### config.mk
export PLATFORM = sky130hd
export DESIGN_NAME = madf_ctrl
export DESIGN_NICKNAME = d
export VERILOG_FILES = /design/src/madf_pkg.sv /design/src/madf_ctrl.sv
export VERILOG_INCLUDE_DIRS = /design/src /design/src/src
export SDC_FILE = /design/constraint.sdc
export NUM_CORES = 1
export LEC_CHECK = 0
export ABC_AREA = 1
export BUFFER_PORTS_ARGS = -buffer_cell sky130_fd_sc_hd__buf_4
export CORE_AREA = 2 2 39 41
export CTS_CLUSTER_DIAMETER = 60
export DETAILED_ROUTE_END_ITERATION = 10
export DIE_AREA = 0 0 41 43
export PLACE_DENSITY = 0.55
export SLEW_MARGIN = 30
export SYNTH_ARGS = -nofsm -noshare
export SYNTH_HDL_FRONTEND = slang
export SYNTH_SLANG_ARGS = --single-unit
### constraint.sdc
create_clock -name clock -period 2.6 [get_ports clock]
set_input_delay 0.39 -clock clock [delete_from_list [all_inputs] [get_ports clock]]
set_output_delay 0.39 -clock clock [all_outputs]
set_load 0.02 [all_outputs]
### src/assert_macros.svh
// ----------------------------------------------------------------------------
// Assertion macros
// Shared concurrent assertion shorthands for the filter core.
// ----------------------------------------------------------------------------
`ifndef ASSERT_MACROS_SVH
`define ASSERT_MACROS_SVH

// Clocked property, masked while reset is high.
`define MADF_ASSERT(label, clk, rst, prop, msg) \
   label: assert property (@(posedge clk) disable iff (rst) prop) \
      else $error(msg);

// Clocked property, checked during reset as well.
`define MADF_ASSERT_ALWAYS(label, clk, prop, msg) \
   label: assert property (@(posedge clk) prop) else $error(msg);

`endif

### src/madf_pkg.sv
// ----------------------------------------------------------------------------
// madf_pkg
// Field widths, register codes and controller/datapath link types.
// ----------------------------------------------------------------------------
package madf_pkg;

   localparam int CHAN_W     = 4;
   localparam int SAMPLE_W   = 12;
   localparam int WIN_W      = 8;
   localparam int HYST_W     = 12;
   localparam int CSR_IDX_W  = 1;
   localparam int CSR_DATA_W = 12;

   localparam logic [WIN_W-1:0]    WINDOW_RESET = 8'd8;
   localparam logic [HYST_W-1:0]   HYST_RESET   = 12'd4;
   localparam logic [SAMPLE_W-1:0] SAMPLE_MAX   = 12'hFFF;

   typedef enum logic [CSR_IDX_W-1:0] {
      REG_WINDOW_LENGTH = 1'b0,
      REG_HYSTERESIS    = 1'b1
   } csr_reg_type;

   // Controller to datapath commands
   typedef struct packed {
      logic latch;        // capture the accepted word
      logic prime_start;  // seed sum with sample * length
      logic fill;         // write one history slot while priming
      logic rd_issue;     // read the oldest history entry
      logic update;       // swap oldest entry, adjust running sum
      logic div_start;    // launch mean division
      logic compare;      // apply deadband to the mean
      logic out_load;     // load the result register
   } madf_cmd_type;

   // Datapath to controller status
   typedef struct packed {
      logic ch_ok;
      logic need_prime;
      logic fill_last;
      logic div_done;
   } madf_stat_type;

endpackage

### src/madf_ctrl.sv
// ----------------------------------------------------------------------------
// madf_ctrl
// Sequencer for one sample: look up, prime or update, divide, deadband.
// ----------------------------------------------------------------------------
`include "assert_macros.svh"

module madf_ctrl import madf_pkg::*; (
   input  logic          clock,
   input  logic          reset,
   input  logic          req_valid,
   output logic          req_ready,
   output logic          rsp_valid,
   input  logic          rsp_ready,
   output madf_cmd_type  cmd,
   input  madf_stat_type stat
);

   typedef enum logic [2:0] {
      S_IDLE,
      S_LOOK,
      S_FILL,
      S_UPD,
      S_DIVGO,
      S_DIV,
      S_CMP,
      S_DONE
   } state_type;

   state_type state_ff;
   logic      rsp_valid_ff;

   always_comb begin
      cmd = '0;
      case (state_ff)
         S_IDLE:  cmd.latch = req_valid;
         S_LOOK: begin
            if (stat.ch_ok) begin
               cmd.prime_start = stat.need_prime;
               cmd.rd_issue    = !stat.need_prime;
            end
         end
         S_FILL:  cmd.fill      = 1'b1;
         S_UPD:   cmd.update    = 1'b1;
         S_DIVGO: cmd.div_start = 1'b1;
         S_CMP:   cmd.compare   = 1'b1;
         S_DONE:  cmd.out_load  = !rsp_valid_ff || rsp_ready;
         default: cmd = '0;
      endcase
   end

   always_ff @(posedge clock) begin
      if (reset) begin
         state_ff     <= S_IDLE;
         rsp_valid_ff <= 1'b0;
      end else begin
         if (rsp_valid_ff && rsp_ready) begin
            rsp_valid_ff <= 1'b0;
         end
         case (state_ff)
            S_IDLE: begin
               if (req_valid) begin
                  state_ff <= S_LOOK;
               end
            end
            S_LOOK: begin
               if (!stat.ch_ok) begin
                  state_ff <= S_IDLE;
               end else if (stat.need_prime) begin
                  state_ff <= S_FILL;
               end else begin
                  state_ff <= S_UPD;
               end
            end
            S_FILL: begin
               if (stat.fill_last) begin
                  state_ff <= S_DONE;
               end
            end
            S_UPD:   state_ff <= S_DIVGO;
            S_DIVGO: state_ff <= S_DIV;
            S_DIV: begin
               if (stat.div_done) begin
                  state_ff <= S_CMP;
               end
            end
            S_CMP:   state_ff <= S_DONE;
            S_DONE: begin
               if (!rsp_valid_ff || rsp_ready) begin
                  rsp_valid_ff <= 1'b1;
                  state_ff     <= S_IDLE;
               end
            end
            default: state_ff <= S_IDLE;
         endcase
      end
   end

   assign req_ready = (state_ff == S_IDLE);
   assign rsp_valid = rsp_valid_ff;

   `MADF_ASSERT(a_rsp_from_done, clock, reset, $rose(rsp_valid_ff) |-> $past(state_ff == S_DONE), "result raised outside done step")
   `MADF_ASSERT(a_div_not_instant, clock, reset, cmd.div_start |=> (state_ff == S_DIV) && !stat.div_done, "divider finished too early")

endmodule

Yosys cells after proc, flatten, opt, wreduce, memory -nomap -nowiden

Cells that the tools add are included.

Equal/unequal tests: 11
Reduce and logical (&&, ||, !) cells: 6
Mux-type cells: 20

Operators with widths:

| cell               | number |
|---|---|
| $pmux 3 s8         | 1 |
| $mux 1             | 14 |
| $eq 3x3->1 const B | 4 |
| $mux 3             | 4 |
| $ne 2x2->1 const B | 4 |
| $eq 3x2->1 const B | 2 |
| $reduce_and 4->1   | 1 |
| $eq 3x1->1 const B | 1 |
| $logic_not 3->1    | 1 |
| $logic_not 1->1    | 2 |
| $mux 2             | 1 |
| $logic_and 1x1->1  | 1 |
| $logic_or 1x1->1   | 1 |

Input bits: 8
Register bits: 4
Output and inout bits: 10
Logic and storage cells: 39

Longest topological paths before layout

Gate-level depths: netlist (run 1).

Depth in word-level cells: 4
Depth in mapped cells: 8
Gate-level depth less buffers: 8

Worst setup path after synthesis (run 1)

Ideal clock, no wire load.

Kind: input -> output
From: input port stat[3] (netlist name)
To: output port cmd[6] (netlist name)
Data arrival time: 1.142 ns
Stages on the path: 2
Path slack: 1.068 ns
Path buffers: 0
Data required time: 2.210 ns
Cell sequence: inv_1 -> nor4_1

RTL lines:

| element     | RTL line        | RTL |
|---|---|---|
| from (decl) | madf_ctrl.sv:15 | `input madf_stat_type stat` |
| to (decl)   | madf_ctrl.sv:14 | `output madf_cmd_type cmd,` |

==> results.md, run 1 <==
- Outcome: complete, no violations
- First-pass GRT wire length: 1.19 mm
- DR vias/cell: 4.01
- Pin count of the biggest net entering global routing: 11
- CTS root buffer: clkbuf_4
- Peak VDD IR: 290 µV
- Area of the core: 1380 µm²
- Synthesized net count: 62
- Layout cells sized above 1: 0.311
- Post-CTS resize count: 0
- Tmin final: 1.55 ns
- Number of synthesis warnings: 0
- Syn-to-layout area delta: 57.6%
- RSZ-0062 raised after global routing: false
- Worst min-delay path class: in2reg
- CTS tree: built
- Power consumption: 0.459 mW
- Initial Util: 0.213
- Dpl cells: 87
- Nets@finish: 84
- Io pins: 18
- Max-slew headroom: 0.826
- Critical path required time: 2.21 ns
- Crit end category: output pin
- Syn Inst Count: 54
- Worst path depth: 3
- Slowest stage delay, CP: 0.41 ns
- CP delay by family, top: flip-flops
- Drt total wl: 717 µm
- Setup TNS: 0 ns
- Final Hold Fails: 0
- Initial antenna violation count: 0
- Global route overflow: 0
- Cell taking the most area after synthesis: dfxtp_1
- Iteration-0 DRC Markers: 0
- Max clock buf depth: 2
- Clock skew: 0.00354 ns
- Setup Buffers After CTS: 0
- CTS Buf Count: 3
- Number of global-route vias before repair: 332
- Leading post-synthesis cells by cell area: dfxtp_1, inv_1, nor2_1, nand2_1, a21oi_1
- Finished Layout Cells: 90
- Post-CTS Hold Buffers: 0
- Sequential fraction of the synthesis area: 0.271
- Pwr dens: 987 nW/µm²
- Synth top area share: 0.271
- Critical path cell sequence: inv_2 > nor3_1 > buf_4
- H-tree levels: 1
- Horiz. Die Dim: 41 µm
- Number of cell rows: 14
- CP arrival: 1.16 ns
- Routability cong.: 0.717
- FMAX: 643 MHz
- FF+latch count, synth: 4
- Cell area after synthesis: 295 µm²
- CTS Sinks: 4
- Initial DRT Pass Iterations: 1
- Hold Slack: 0.319 ns
- Slew Limit Fails: 0
- Clock latency at the later pin of the worst-skew pair: 0.23 ns
- Hold path depth: 2
- Antenna Cells: 0
- WP buf/inv: 2
- Synthesized area per cell: 5.47 µm²
- Max-Cap Viols: 0
- Buffers added on ports: 17
- # setup viols final: 0
- Leakage: 0.279 nW
- Post-DP HPWL: 581 µm
- Antenna Nets Post-Route: 0
- Via count: 361
- CP Launch Type: register
- Die Ht: 43 µm
- GRT Resource Usage Total: 0.102
- DRC viols: 0
- R2r worst-path depth: 7
- Worst slew pin tran: 0.259 ns
- WL per Instance: 7.97 µm
- Max FO, Critical Path: 10
- Period utilization: 0.598
- Die area: 1760 µm²
- Netlist cell types: 13
- Crit path kind: reg2out
- Slowest-stage cell, CP: dfxtp_1
- Clk slew on worst S/H paths: 0.04 ns
[synthesized netlist by cell type (all sizes together)]
| cell type | n |
|---|---|
| nor3 | 2 |
| nor4 | 1 |
| nand3 | 4 |
| nand2 | 11 |
| o21bai | 1 |
| a21oi | 4 |
| inv | 14 |
| nor2 | 12 |
| o21a | 1 |
| dfxtp | 4 |
[stage by stage]
step           setup slack, ns  instance area [µm²]  utilization
5_1_grt                  0.947                  465        0.336
3_5_place_dp              1.24                  443        0.320
3_3_place_gp              1.27                  443        0.320
4_1_cts                   1.03                  465        0.336
2_1_floorplan             1.07                  295            -
6_report                  1.05                  465        0.336
[worst reg2reg max path, stage by stage (launching register included)]
cell and delay (ns):
dfxtp_1 0.38, inv_1 0.09, nor2_1 0.16, nand3_1 0.09, nand2_1 0.11, inv_1 0.05, a21oi_1 0.13, nor2_1 0.05
[final cells by class]
class,count,area (µm²)
well taps,16,20.0
clock buffers,3,22.5
inverters,14,52.6
fillers,162,918
repair buffers,17,128
multi-input cells,36,163
flip-flops and latches,4,80.1
[power by group]
part / internal, mW / switching [mW] / total, mW
combinational: 0.108 / 0.165 / 0.272
sequential: 0.0816 / 0.0273 / 0.109
clock: 0.0517 / 0.0262 / 0.0779
total: 0.241 / 0.218 / 0.459
[routing by layer]
metal,wire (µm),vias up,GRT usage,share of wire
met3,44,2,0.0314,0.061
met1,336,147,0.119,0.47
met2,333,8,0.144,0.46
met5,0,-,0,0
met4,4,0,0.0800,0.0056
li1,-,204,-,-
[logic make-up after synthesis]
logic type      after synthesis  share of synthesized area
simple gates                 30                      0.432
buf+inv                      14                      0.178
compound gates                6                      0.119
flops                         4                      0.271
[sequential cells by signal, indices dropped and copies added (netlist names)]
name,cells
rsp_valid,1
state_ff,3
[final timing paths]
| check | end | startpoint | slack, ns |
|---|---|---|---|
| setup / recovery | cmd[0] | state_ff[2]$_SDFFE_PP0P_ | 1.05 |
| hold / removal | state_ff[0]$_SDFFE_PP0P_ | reset | 0.32 |
| setup reg to reg | state_ff[0]$_SDFFE_PP0P_ | state_ff[1]$_SDFFE_PP0P_ | 1.45 |
| hold reg to reg | state_ff[0]$_SDFFE_PP0P_ | state_ff[0]$_SDFFE_PP0P_ | 0.61 |
[placed cells by master, fill, tap and decap left out, drive strengths merged]
cell | Yosys | layout
a21oi | 4 | 4
o21a | 1 | 1
o21bai | 1 | 1
nor4 | 1 | 1
dfxtp | 4 | 4
inv | 14 | 14
nor3 | 2 | 2
nor2 | 12 | 12
clkbuf | 0 | 3
nand3 | 4 | 4
buf | 0 | 17
nand2 | 11 | 11
No activity file was read; power rests on OpenSTA's default activity.
==> inputs of run 2 (changes only) <==
- PLACE_DENSITY: 0.55 -> 0.56
- clock period: 2.6 -> 1.3 ns (I/O delays scaled with it)
==> results.md, run 2 (synthesized netlist as in run 1, its figures left out) <==
- Outcome: complete, no violations (unchanged)
- WL per Instance: 8.08 µm (was 7.97 µm)
- Initial Util: 0.213 (unchanged)
- Max-slew headroom: 0.851 (was 0.826)
- Max clock buf depth: 2 (unchanged)
- Pwr dens: 1970 nW/µm² (was 987 nW/µm²)
- Setup Buffers After CTS: 0 (unchanged)
- Critical R2R Launch: state_ff[1]$_SDFFE_PP0P_ (unchanged)
- Antenna Cells: 0 (unchanged)
- Pin count of the biggest net entering global routing: 11 (unchanged)
- Leakage: 0.283 nW (was 0.279 nW)
- Iteration-0 DRC Markers: 3 (was 0)
- Post-DP HPWL: 589 µm (was 581 µm)
- CP Launch Type: register (unchanged)
- Internal power: 0.529 mW (was 0.241 mW)
- Max FFs per register: 3 (unchanged)
- Die area: 1760 µm² (unchanged)
- Clock latency at the later pin of the worst-skew pair: 0.23 ns (about the same)
- Hold_sp: reset (unchanged)
- Final Hold Fails: 0 (unchanged)
- Setup TNS: 0 ns (unchanged)
- CTS Buf Count: 3 (unchanged)
- Buffers added on ports: 17 (unchanged)
- Slew Limit Fails: 0 (unchanged)
- Post-CTS Hold Buffers: 0 (unchanged)
- Routability cong.: 0.826 (was 0.717)
- Biggest register: state_ff (unchanged)
- H-tree levels: 1 (unchanged)
- # setup viols final: 0 (unchanged)
- CTS tree: built (unchanged)
- Clk slew on worst S/H paths: 0.04 ns (about the same)
- Peak VDD IR: 613 µV (was 290 µV)
- Number of global-route vias before repair: 354 (was 332)
- Clock skew: 0.000629 ns (was 0.00354 ns)
- Antenna Nets Post-Route: 0 (unchanged)
- Worst setup path start: state_ff[0]$_SDFFE_PP0P_ (was state_ff[2]$_SDFFE_PP0P_)
- Area of the core: 1380 µm² (unchanged)
- Worst slew pin tran: 0.222 ns (was 0.259 ns)
- FMAX: 806 MHz
- Global route overflow: 0 (unchanged)
- Io pins: 18 (unchanged)
- Worst min-delay path class: in2reg (unchanged)
- Period utilization: 0.954
- DRC viols: 0 (unchanged)
- Clock group share of total power: 0.151 (was 0.170)
- Initial DRT Pass Iterations: 3 (was 1)
- Die Ht: 43 µm (unchanged)
- Number of cell rows: 14 (unchanged)
- Comb pwr share: 0.593 (about the same)
- Crit end category: output pin (unchanged)
- GRT Resource Usage Total: 0.101 (was 0.102)
- Slowest stage delay, CP: 0.39 ns (was 0.41 ns)
- Nets@finish: 84 (unchanged)
- Crit path kind: reg2out (unchanged)
- Horiz. Die Dim: 41 µm (unchanged)
- Critical path required time: 1.11 ns (was 2.21 ns)
- P_sw: 0.487 mW (was 0.218 mW)
- Tmin final: 1.24 ns
- Sw Share: 0.479 (was 0.475)
- Max-Cap Viols: 0 (unchanged)
- Max FO, Critical Path: 6 (was 10)
- Critical path cell sequence: nand2_2 > nor3_2 > buf_4 (was inv_2 > nor3_1 > buf_4)
- Most common cell after layout, fill and taps aside: buf_4 (unchanged)
- Post-CTS resize count: 5 (was 0)
- Share of power burned in registers: 0.256 (was 0.237)
- RSZ-0062 raised after global routing: true (was false)
- Initial antenna violation count: 0 (unchanged)
- Drt total wl: 727 µm (was 717 µm)
- Most frequent cells in the layout: buf_4, inv_1, nand2_1 (was buf_4, inv_1, nor2_1)
- Syn-to-layout area delta: 74.2% (was 57.6%)
- CTS Sinks: 4 (unchanged)
- DR vias/cell: 4.09 (was 4.01)
- CP arrival: 1.05 ns (was 1.16 ns)
- Layout cells sized above 1: 0.473 (was 0.311)
- Via count: 368 (was 361)
- First-pass GRT wire length: 1.24 mm (was 1.19 mm)
- Hold Slack: 0.113 ns (was 0.319 ns)
- CTS root buffer: clkbuf_4 (unchanged)
- Slowest-stage cell, CP: dfxtp_4 (was dfxtp_1)
-- run 2: final cells by class --
type,count,area [µm²]
fillers,161,870
clock buffers,3,22.5
inverters,14,57.6
flip-flops and latches,4,88.8
multi-input cells,36,194
repair buffers,17,131
well taps,16,20.0
-- run 2: per-stage QoR --
step | instance area, µm² | total power, mW | worst slack (ns) | instances | util
global placement | 443 | 0.769 | 0.167 | 87 | 0.320
CTS | 472 | 0.952 | 0.00211 | 90 | 0.341
detailed placement | 443 | 0.770 | 0.164 | 87 | 0.320
floorplan | 295 | 0.581 | 0.00309 | 54 | -
global route | 514 | 1.12 | -0.0136 | 90 | 0.372
finish | 514 | 1.02 | 0.0592 | 90 | 0.372
-- run 2: critical path: cells and delay by family (launching register included) --
family	cells	cell delay [ns]
buffers and inverters	1	0.16
DFF	1	0.39
and+or+nand+nor	2	0.26
-- run 2: power groups by stage --
stage / combinational [mW] / sequential [mW] / clock, mW
after floorplan: 0.373 / 0.208 / 0
after global placement: 0.551 / 0.217 / 0
after detailed placement: 0.551 / 0.219 / 0
after CTS: 0.559 / 0.230 / 0.163
after global routing: 0.674 / 0.271 / 0.171
final: 0.602 / 0.260 / 0.153
-- run 2: path summary, 6_finish.rpt --
check	to	slack [ns]	cells after the start
setup / recovery	cmd[0]	0.06	3
hold / removal	state_ff[0]$_SDFFE_PP0P_	0.11	2
setup reg to reg	state_ff[2]$_SDFFE_PP0P_	0.25	8
hold reg to reg	state_ff[0]$_SDFFE_PP0P_	0.60	3
-- run 2: per-layer routing --
layer  up-vias  track usage  routed length, µm
li1        204            -                  -
met1       154        0.135                339
met2        10        0.144                333
met3         0       0.0157                 54
met4         0       0.0600                  0
met5         -            0                  0
